==> src/rtl/core/chm_ram.sv <==
// ----------------------------------------------------------------------------
// chm_ram
// generic single-port ram with registered read
// ----------------------------------------------------------------------------
`default_nettype none
module chm_ram #(
   parameter int WIDTH = 8,
   parameter int DEPTH = 16
) (
   input  wire logic                     clock,
   input  wire logic                     we,
   input  wire logic [$clog2(DEPTH)-1:0] addr,
   input  wire logic [WIDTH-1:0]         wdata,
   output logic      [WIDTH-1:0]         rdata
);
   logic [WIDTH-1:0] mem [DEPTH];

   always_ff @(posedge clock) begin
      if (we) begin
         mem[addr] <= wdata;
      end
      rdata <= mem[addr];
   end
endmodule
`default_nettype wire

==> config.mk <==
export PLATFORM = sky130hd
export DESIGN_NAME = chm_ram
export DESIGN_NICKNAME = d
export VERILOG_FILES = /design/src/rtl/core/chm_ram.sv
export SDC_FILE = /design/constraint.sdc
export NUM_CORES = 1
export LEC_CHECK = 0
export BUFFER_PORTS_ARGS = -buffer_cell sky130_fd_sc_hd__buf_2
export CAP_MARGIN = 0
export CORE_UTILIZATION = 35
export CTS_CLUSTER_DIAMETER = 200
export DETAILED_ROUTE_END_ITERATION = 7
export PLACE_DENSITY = 0.52
export RECOVER_POWER = 100
export SLEW_MARGIN = 20
export SYNTH_ARGS = -nofsm -noshare
export SYNTH_HDL_FRONTEND = slang
export SYNTH_SLANG_ARGS = --single-unit
==> constraint.sdc <==
create_clock -name clock -period 3.31 [get_ports clock]
set_input_delay 0.1655 -clock clock [delete_from_list [all_inputs] [get_ports clock]]
set_output_delay 0.1655 -clock clock [all_outputs]
set_load 0.005 [all_outputs]
==> run_results.csv <==
group,metric,value,unit
cells_and_area,antenna_cells,0,
sta,hold_viol_final,0,
sta,skew,7.85,ps
grt,grt_max_degree,32,
run,drv_cap,0,
sta,rsz0062_at_grt,"no",
grt,track_usage,15.5,%
route,vias,2370,
power_and_ir_drop,p_int,3.29,mW
floorplan,die_x,122,microns
route,drtPass1Iterations,6,
critical_path,crit_path_start_kind,"primary input",
floorplan,design.core.area,0.0140,sq mm
synth,yosys_warnings,0,
power_and_ir_drop,p_seq_share,47.7,%
synth,yosys-top-cells-area,"edfxtp_1, mux4_2, dfxtp_1, a22oi_1, nor2_1",
sta,tns,0,ps
synth,postSynthAreaPerCell,22.0,sq um
placement,place.gp.congestion,0.724,
placement,post-place-ws,933,ps
clock_tree,cts.sink_count,136,
sta,max_freq,0.473,GHz
power_and_ir_drop,power.leakage,1.90,nW
sta,fin_crit_sh,63.9,%
power_and_ir_drop,peakVddDrop,363,uV
critical_path,crit_required,3590,ps
power_and_ir_drop,p_sw_share,19.0,%
clock_tree,path_clk_slew,60,ps
route,vias_per_cell,5.11,
floorplan,initial_core_util,36.2,%
route,ant_nets,0,
placement,dp_hpwl,6.44,mm
clock_tree,cts_buffer_depth,2,
floorplan,die_area,0.0150,sq mm
floorplan,row_count,43,
grt,grt_pass1_wl,15.6,mm
synth,async_flop_share,0,%
synth,syn_area,0.00507,sq mm
grt,grt_antenna_before_repair,0,
route,first_iter_violations,200,
critical_path,critPathMaxFanout,20,
power_and_ir_drop,p_per_area,678,mW/mm^2
power_and_ir_drop,netSwitchingPower,0.770,mW
cells_and_area,area_growth,18.1,%
placement,portBuffers,21,
min_path,hp-class,"in -> reg",
clock_tree,ctsHtreeMaxLevel,4,
synth,synth_cells,230,
clock_tree,cts_setup_buffers,0,
grt,overflow,0,
synth,synthFlopType,"edfxtp_1",
critical_path,slowest_stage,"clkbuf_1",
grt,grt_pass1_vias,2456,
critical_path,worstSetupPathType,"in -> reg",
route,routedWlPerCell,21.8,microns
clock_tree,ctsHoldBuffers,0,
critical_path,slowest_delay,970,ps
clock_tree,cts_buffers,17,
clock_tree,clockRootBuffer,"clkbuf_16",
cells_and_area,final_common_cell,"edfxtp_1",
sta,worst_slack,1190,ps
cells_and_area,nFillCells,1235,
synth,synth_top_area_share,75.9,%
synth,ys_ff_latch,136,
synth,synth_cell_types,18,
critical_path,crit_arrival,2400,ps
sta,worst_slew_pin_slew,1260,ps
synth,synth_edf_count,128,
power_and_ir_drop,clkPwrFrac,48.0,%
clock_tree,clk_latency,420,ps
sta,slew_violations,0,
critical_path,critPathBufInv,2,
synth,ys_seq_area_share,79.0,%
sta,relSlewSlack,16.2,%
route,drc,0,
cells_and_area,drive_gt1_share,24.6,%
synth,synth_top_area_cell,"edfxtp_1",
route,drt_wl_total,10.1,mm
critical_path,crit_chain,"buf_2 > clkbuf_1 > mux4_2 > a22oi_1 > nand2_1",
sta,min_period,2120,ps
critical_path,end_kind,"flip-flop",
floorplan,io_pins,22,
sta,whs,333,ps
clock_tree,cts-resized-gates,0,
cells_and_area,most-common-layout-cells,"edfxtp_1, mux4_2, clkbuf_1, clkbuf_16, a22oi_1",
floorplan,dieHeight,122,microns
power_and_ir_drop,combPwrFrac,4.3,%
sta,finalSetupViolCount,0,
synth,syn_nets,244,
clock_tree,cts_tree,"yes",
cells_and_area,fin_nets,285,
run_status,status,"finished clean",
critical_path,critPathTopFamily,"buffers and inverters",
==> cells in the mapped netlist, types with 2 or more instances <==
| cell | count |
|---|---|
| nor3_1 | 4 |
| dfxtp_1 | 8 |
| buf_6 | 2 |
| edfxtp_1 | 128 |
| nand2_1 | 9 |
| a22oi_1 | 16 |
| buf_2 | 2 |
| nand2b_1 | 2 |
| mux4_2 | 32 |
| buf_1 | 4 |
| nor2b_1 | 2 |
| nand3b_1 | 2 |
| clkbuf_1 | 2 |
| nor2_1 | 13 |
==> layout make-up <==
class | count | area [sq um] | share of cell area [%]
Sequential cell | 136 | 4000 | 66.9
Multi-Input combinational cell | 83 | 1000 | 16.8
Clock buffer | 23 | 468 | 7.82
Tap cell | 180 | 225 | 3.76
Clock inverter | 9 | 148 | 2.47
Timing Repair Buffer | 33 | 138 | 2.30
==> registers in the layout (all words and copies together) (netlist names) <==
register  count
rdata         8
mem         128
==> routing by layer <==
layer  track usage (%)  vias up  wire length (microns)
li1                  -     1046                      -
met5                 0        -                      0
met3              4.32       13                    448
met2              23.7       62                   4960
met4              7.55        0                    194
met1              20.3     1249                   4530
==> power groups by stage <==
| stage | clock network [mW] | registers (mW) | logic [mW] |
|---|---|---|---|
| global placement | 0 | 1.97 | 0.181 |
| detailed placement | 0 | 1.97 | 0.183 |
| CTS | 1.98 | 1.94 | 0.184 |
| finish | 1.95 | 1.94 | 0.175 |
| floorplan | 0 | 1.97 | 0.0992 |
| global route | 2.05 | 1.94 | 0.192 |
==> final timing paths <==
kind / from / end / slack (ps) / cells past startpoint
min reg2reg: mem[11][4] / rdata[4] / 700 / 3
max: addr[1] / rdata[3] / 1190 / 5
max reg2reg: mem[7][7] / rdata[7] / 1920 / 3
min: wdata[6] / mem[14][6] / 330 / 1
==> cells by family after synthesis <==
family | share of synthesized area (%)
AOI/OAI and AO/OA | 2.37
muxes | 14.2
buffers and inverters | 1.19
DFF | 79.0
and+or+nand+nor | 3.21
==> metrics by stage <==
stage	instances	power, mW	instance area [sq um]	util, %
after global routing	464	4.19	5990	42.8
after floorplan	230	2.07	5070	-
after detailed placement	432	2.16	5430	38.8
after global placement	432	2.15	5430	38.8
after CTS	464	4.10	6040	43.2
final	464	4.06	5990	42.8
Power figures use the tool's default switching activity.
