**src/rtl/core/chm_pkg.sv**
```systemverilog
// ----------------------------------------------------------------------------
// chm_pkg
// shared status and opcode codes and field widths for the chained hash map
// ----------------------------------------------------------------------------
`default_nettype none
package chm_pkg;
   localparam logic [1:0] OP_LOOKUP = 2'd0;
   localparam logic [1:0] OP_INSERT = 2'd1;
   localparam logic [1:0] OP_REMOVE = 2'd2;
   localparam logic [1:0] OP_NONE   = 2'd3;

   localparam logic [1:0] ST_OK      = 2'd0;
   localparam logic [1:0] ST_MISSING = 2'd1;
   localparam logic [1:0] ST_DUP     = 2'd2;
   localparam logic [1:0] ST_FULL    = 2'd3;

   localparam int KEY_W   = 32;
   localparam int VAL_W   = 32;
   localparam int CFG_W   = 9;
   localparam int COUNT_W = 11;
endpackage
`default_nettype wire

```
**src/rtl/core/chm_mod.sv**
```systemverilog
// ----------------------------------------------------------------------------
// chm_mod
// restoring divider giving key modulo bucket count, one bit per cycle
// ----------------------------------------------------------------------------
`default_nettype none
module chm_mod #(
   parameter int BW = 9
) (
   input  wire logic                          clock,
   input  wire logic                          reset,
   input  wire logic                          start,
   input  wire logic [chm_pkg::KEY_W-1:0]     dividend,
   input  wire logic [BW-1:0]                 divisor,
   output logic                               done,
   output logic [BW-1:0]                      remainder
);
   localparam int CW = $clog2(chm_pkg::KEY_W + 1);

   logic [chm_pkg::KEY_W-1:0] quo_ff, quo_in;
   logic [BW:0]               rem_ff, rem_in;
   logic [BW-1:0]             div_ff, div_in;
   logic [CW-1:0]             cnt_ff, cnt_in;
   logic                      busy_ff, busy_in;
   logic [BW:0]               shifted;

   always_comb begin
      quo_in  = quo_ff;
      rem_in  = rem_ff;
      div_in  = div_ff;
      cnt_in  = cnt_ff;
      busy_in = busy_ff;
      shifted = {rem_ff[BW-1:0], quo_ff[chm_pkg::KEY_W-1]};
      if (start) begin
         quo_in  = dividend;
         rem_in  = '0;
         div_in  = divisor;
         cnt_in  = CW'(chm_pkg::KEY_W);
         busy_in = 1'b1;
      end else if (busy_ff) begin
         quo_in = {quo_ff[chm_pkg::KEY_W-2:0], 1'b0};
         if (shifted >= {1'b0, div_ff}) begin
            rem_in = shifted - {1'b0, div_ff};
         end else begin
            rem_in = shifted;
         end
         cnt_in = cnt_ff - 1'b1;
         if (cnt_ff == CW'(1)) begin
            busy_in = 1'b0;
         end
      end
   end

   always_ff @(posedge clock) begin
      if (reset) begin
         busy_ff <= 1'b0;
         cnt_ff  <= '0;
      end else begin
         busy_ff <= busy_in;
         cnt_ff  <= cnt_in;
      end
      quo_ff <= quo_in;
      rem_ff <= rem_in;
      div_ff <= div_in;
   end

   assign done      = busy_ff && (cnt_ff == CW'(1));
   assign remainder = rem_in[BW-1:0];
endmodule
`default_nettype wire

```
**config.mk**
```make
export PLATFORM = sky130hd
export DESIGN_NAME = chm_mod
export DESIGN_NICKNAME = d
export VERILOG_FILES = /design/src/rtl/core/chm_pkg.sv /design/src/rtl/core/chm_mod.sv
export SDC_FILE = /design/constraint.sdc
export NUM_CORES = 1
export LEC_CHECK = 0
export CAP_MARGIN = 20
export CORE_ASPECT_RATIO = 0.7
export CORE_MARGIN = 3
export CORE_UTILIZATION = 45
export CTS_BUF_LIST = sky130_fd_sc_hd__clkbuf_16
export CTS_CLUSTER_DIAMETER = 80
export DETAILED_ROUTE_END_ITERATION = 16
export DONT_BUFFER_PORTS = 1
export GPL_TIMING_DRIVEN = 0
export PLACE_DENSITY = 0.71
export SLEW_MARGIN = 20
export SYNTH_ARGS = -nofsm -noshare
export SYNTH_HDL_FRONTEND = slang
export SYNTH_SLANG_ARGS = --single-unit
```
**constraint.sdc**
```tcl
create_clock -name clock -period 3.34 [get_ports clock]
set_input_delay 0.668 -clock clock [delete_from_list [all_inputs] [get_ports clock]]
set_output_delay 0.668 -clock clock [all_outputs]
set_load 0.02 [all_outputs]
```
==> metrics.md <==
| Metric | Value |
|---|---|
| Area grow syn2layout | `19.6%` |
| Maximum vdd drop | `0.307 mV` |
| Drt first pass iters | `4` |
| Vias in the first global route | `1,750` |
| Min cycle time layout | `3.32 ns` |
| Critical Path AT | `2.66 ns` |
| Clock Pin Slew Worst Setup and Hold Paths | `0.05 ns` |
| Worst R2R End | `rem_ff[0]$_DFF_P_` |
| Number of library cell types mapped by synthesis | `52` |
| Post-synth EDFFs | `41` |
| Layout cell share with drive strength beyond 1 | `0.337` |
| Fill cell count | `486` |
| Crit-path most repeated cell | `inv_2` |
| Max Clk Rate | `301 MHz` |
| Setup CP Type | `register to output pin` |
| Startpoint types | `register` |
| Aggregate global-route resource usage | `0.170` |
| Initial antenna violation count | `0` |
| Syn avg cell area | `13.0 um2` |
| Avg Vias per Cell | `5.64` |
| Fin Clk Skew | `0.00700 ns` |
| Worst-skew pair later-pin latency | `0.32 ns` |
| Ys flop type | `edfxtp_1` |
| CTS Hold Bufs | `0` |
| Antenna fix cells | `0` |
| Yosys reg bits | `57` |
| Final slew viol count | `0` |
| Maximum fanout along the worst path | `7` |
| Sequential share of the synthesized area | `0.549` |
| Req. time, crit path | `2.67 ns` |
| Cell Chain, Critical Path | `inv_2 -> ha_4 -> inv_2 -> fa_2 -> a211oi_2 -> o31a_1 -> o211ai_4 -> and3_4 -> a311oi_4` |
| Slew headroom | `0.387` |
| Critical path depth | `9` |
| Cell row count | `23` |
| CTS tree | `done` |
| Total congestion overflow | `0` |
| Largest net degree at the start of global routing | `33` |
| Sink Count | `57` |
| Buffers on Ports | `0` |
| Synth warn | `0` |
| Initial Utilization | `0.479` |
| Worst slew pin tran | `0.920 ns` |
| Worst min path class | `input pin to register` |
| Buffers & Inverters on Critical Path | `2` |
| Die area | `0.00729 mm2` |
| Critical Path Max Stage Delay | `0.43 ns` |
| Antenna-violating nets left | `0` |
| Number of max-cap violations | `0` |
| HPWL Detailed | `3820 um` |
| I/O pins | `54` |
| DR WL/cell | `18.4 um` |
| Global-route wire length before repair | `9160 um` |
| Final-stage net count | `294` |
| Die width | `101 um` |
| Crit path from | `quo_ff[31]$_DFFE_PP_` |
| Mapped Area | `0.00283 mm2` |
| Pwr Density | `598 mW/mm2` |
| Outcome | `finished clean` |
| Worst setup margin | `0.0163 ns` |
| Aggregate routed wire length | `5840 um` |
| Final Hold Viols | `0` |
| Setup WS pre-CTS | `-0.242 ns` |
| CTS Root Cell | `clkbuf_16` |
| Max clock buf depth | `2` |
| WHS | `0.413 ns` |
| Asr flop ratio synth | `0` |
| GP Congestion | `0.850` |
| Slowest cell on the critical path | `a311oi_4` |
| Final worst-path cycle share | `0.995` |
| Reg2Reg Launch Point | `quo_ff[31]$_DFFE_PP_` |
| Final setup fails | `0` |
| Worst R2R Setup Slack | `0.86 ns` |
| Syn_nets | `274` |
| Pleak | `1.28 nW` |
| Crit end category | `output pin` |
| Die span in y | `72.3 um` |
| Iter 0 DRT Violations | `145` |
| Cells after synthesis | `218` |
| R2R cell count | `9` |
| Drt drc | `0` |
| Final Total Pwr | `2.02 mW` |
| Num CTS Buffers | `9` |
| Setup crit end | `remainder[0]` |
| Delay-heaviest family, CP | `compound AO/OA/AOI/OAI gates` |
| H-tree levels | `3` |
| Core area | `0.00590 mm2` |
| RSZ-0062 raised after global routing | `yes` |
| DR vias | `1,793` |
-- Yosys cell counts, types with 2 or more instances --
master    number  area share
a211oi_1       3      0.0080
a211oi_2       2      0.0088
a21oi_1        7       0.012
a311oi_1       2      0.0062
a31oi_1        2      0.0044
a32o_1         2      0.0071
and2_1         3      0.0066
and3_1         3      0.0066
buf_1          4      0.0053
dfxtp_1       16        0.11
edfxtp_1      41        0.44
ha_1          11       0.049
inv_1         15       0.020
mux2_2        31        0.12
mux2i_1        6       0.021
nand2_1        6      0.0080
nand3_1        3      0.0053
nor2_1        10       0.013
nor3_1         8       0.014
nor4_1         2      0.0044
o21ai_0        2      0.0035
o31ai_1        2      0.0053
xnor2_1        4       0.012
xor2_1         5       0.015
-- placed cells by master (no fill, tap or decap), drive strengths merged, types with 2 or more instances in the layout --
| master | n |
|---|---|
| a211oi | 5 |
| a21o | 2 |
| a21oi | 7 |
| a311oi | 2 |
| a31oi | 2 |
| a32o | 2 |
| and2 | 3 |
| and3 | 4 |
| buf | 16 |
| clkbuf | 11 |
| clkinv | 5 |
| dfxtp | 16 |
| edfxtp | 41 |
| ha | 11 |
| inv | 16 |
| mux2 | 31 |
| mux2i | 6 |
| nand2 | 7 |
| nand3 | 3 |
| nand4b | 2 |
| nor2 | 10 |
| nor3 | 8 |
| nor4 | 2 |
| o21ai | 2 |
| o31ai | 2 |
| xnor2 | 4 |
| xor2 | 5 |
-- cell type report --
cell class / count / area [um2] / area share
buffer: 9 / 47.5 / 0.0141
clock buffer: 9 / 225 / 0.0666
clock inverter: 7 / 38.8 / 0.0115
inverter: 15 / 56.3 / 0.0167
multi-input combinational: 137 / 1300 / 0.383
sequential: 57 / 1550 / 0.459
tap: 75 / 93.8 / 0.0278
timing repair buffer: 9 / 71.3 / 0.0211
-- stage by stage --
stage / setup TNS (ns) / area [um2] / cells / util
global route: -0.342 / 3380 / 318 / 0.573
global placement: -0.469 / 2920 / 293 / 0.495
detailed placement: -0.625 / 2920 / 293 / 0.495
floorplan: 0 / 2830 / 218 / -
finish: 0 / 3380 / 318 / 0.573
CTS: -0.00309 / 3340 / 315 / 0.565
-- worst min path at each step --
stage,start,endpoint,slack (ns),depth (start not counted)
5_1_grt,reset,cnt_ff[4]$_SDFFE_PP0P_,0.41,1
3_5_place_dp,cnt_ff[1]$_SDFFE_PP0P_,cnt_ff[1]$_SDFFE_PP0P_,0.51,2
2_1_floorplan,cnt_ff[1]$_SDFFE_PP0P_,cnt_ff[1]$_SDFFE_PP0P_,0.47,2
4_1_cts,reset,cnt_ff[5]$_SDFFE_PP0P_,0.40,1
6_report,reset,cnt_ff[5]$_SDFFE_PP0P_,0.41,1
3_3_place_gp,cnt_ff[1]$_SDFFE_PP0P_,cnt_ff[1]$_SDFFE_PP0P_,0.49,2
-- sequential cells by signal, summed over array words and instances (netlist names) --
name and cells:
quo_ff 32, cnt_ff 6, busy_ff 1, div_ff 9, rem_ff 9
-- power breakdown --
group | total (mW) | internal [mW] | switching, mW
logic | 0.362 | 0.163 | 0.198
clock network | 0.795 | 0.492 | 0.304
registers | 0.865 | 0.837 | 0.0278
total | 2.02 | 1.49 | 0.530
-- what timing repair did --
item	CTS	global route
buffers inserted	6	3
pin swaps	11	7
gates resized for setup	19	5
setup endpoints to repair	8	9
-- metal layers --
metal  up-vias  part of all wire  track usage
li1        863                 -            -
met5         -                 0            0
met4         0             0.016       0.0673
met2        56              0.45        0.249
met3        10             0.063       0.0605
met1       864              0.47        0.230
-- cell families after synthesis --
family,count (synthesis),share of synthesized area
AOI/OAI and AO/OA,33,0.0920
xor gates and xnor gates,9,0.0279
adders and majority gates,12,0.0558
buffers and inverters,24,0.0367
DFF,57,0.549
muxes,37,0.145
and+or+nand+nor,46,0.0943
Power figures use the tool's default switching activity.
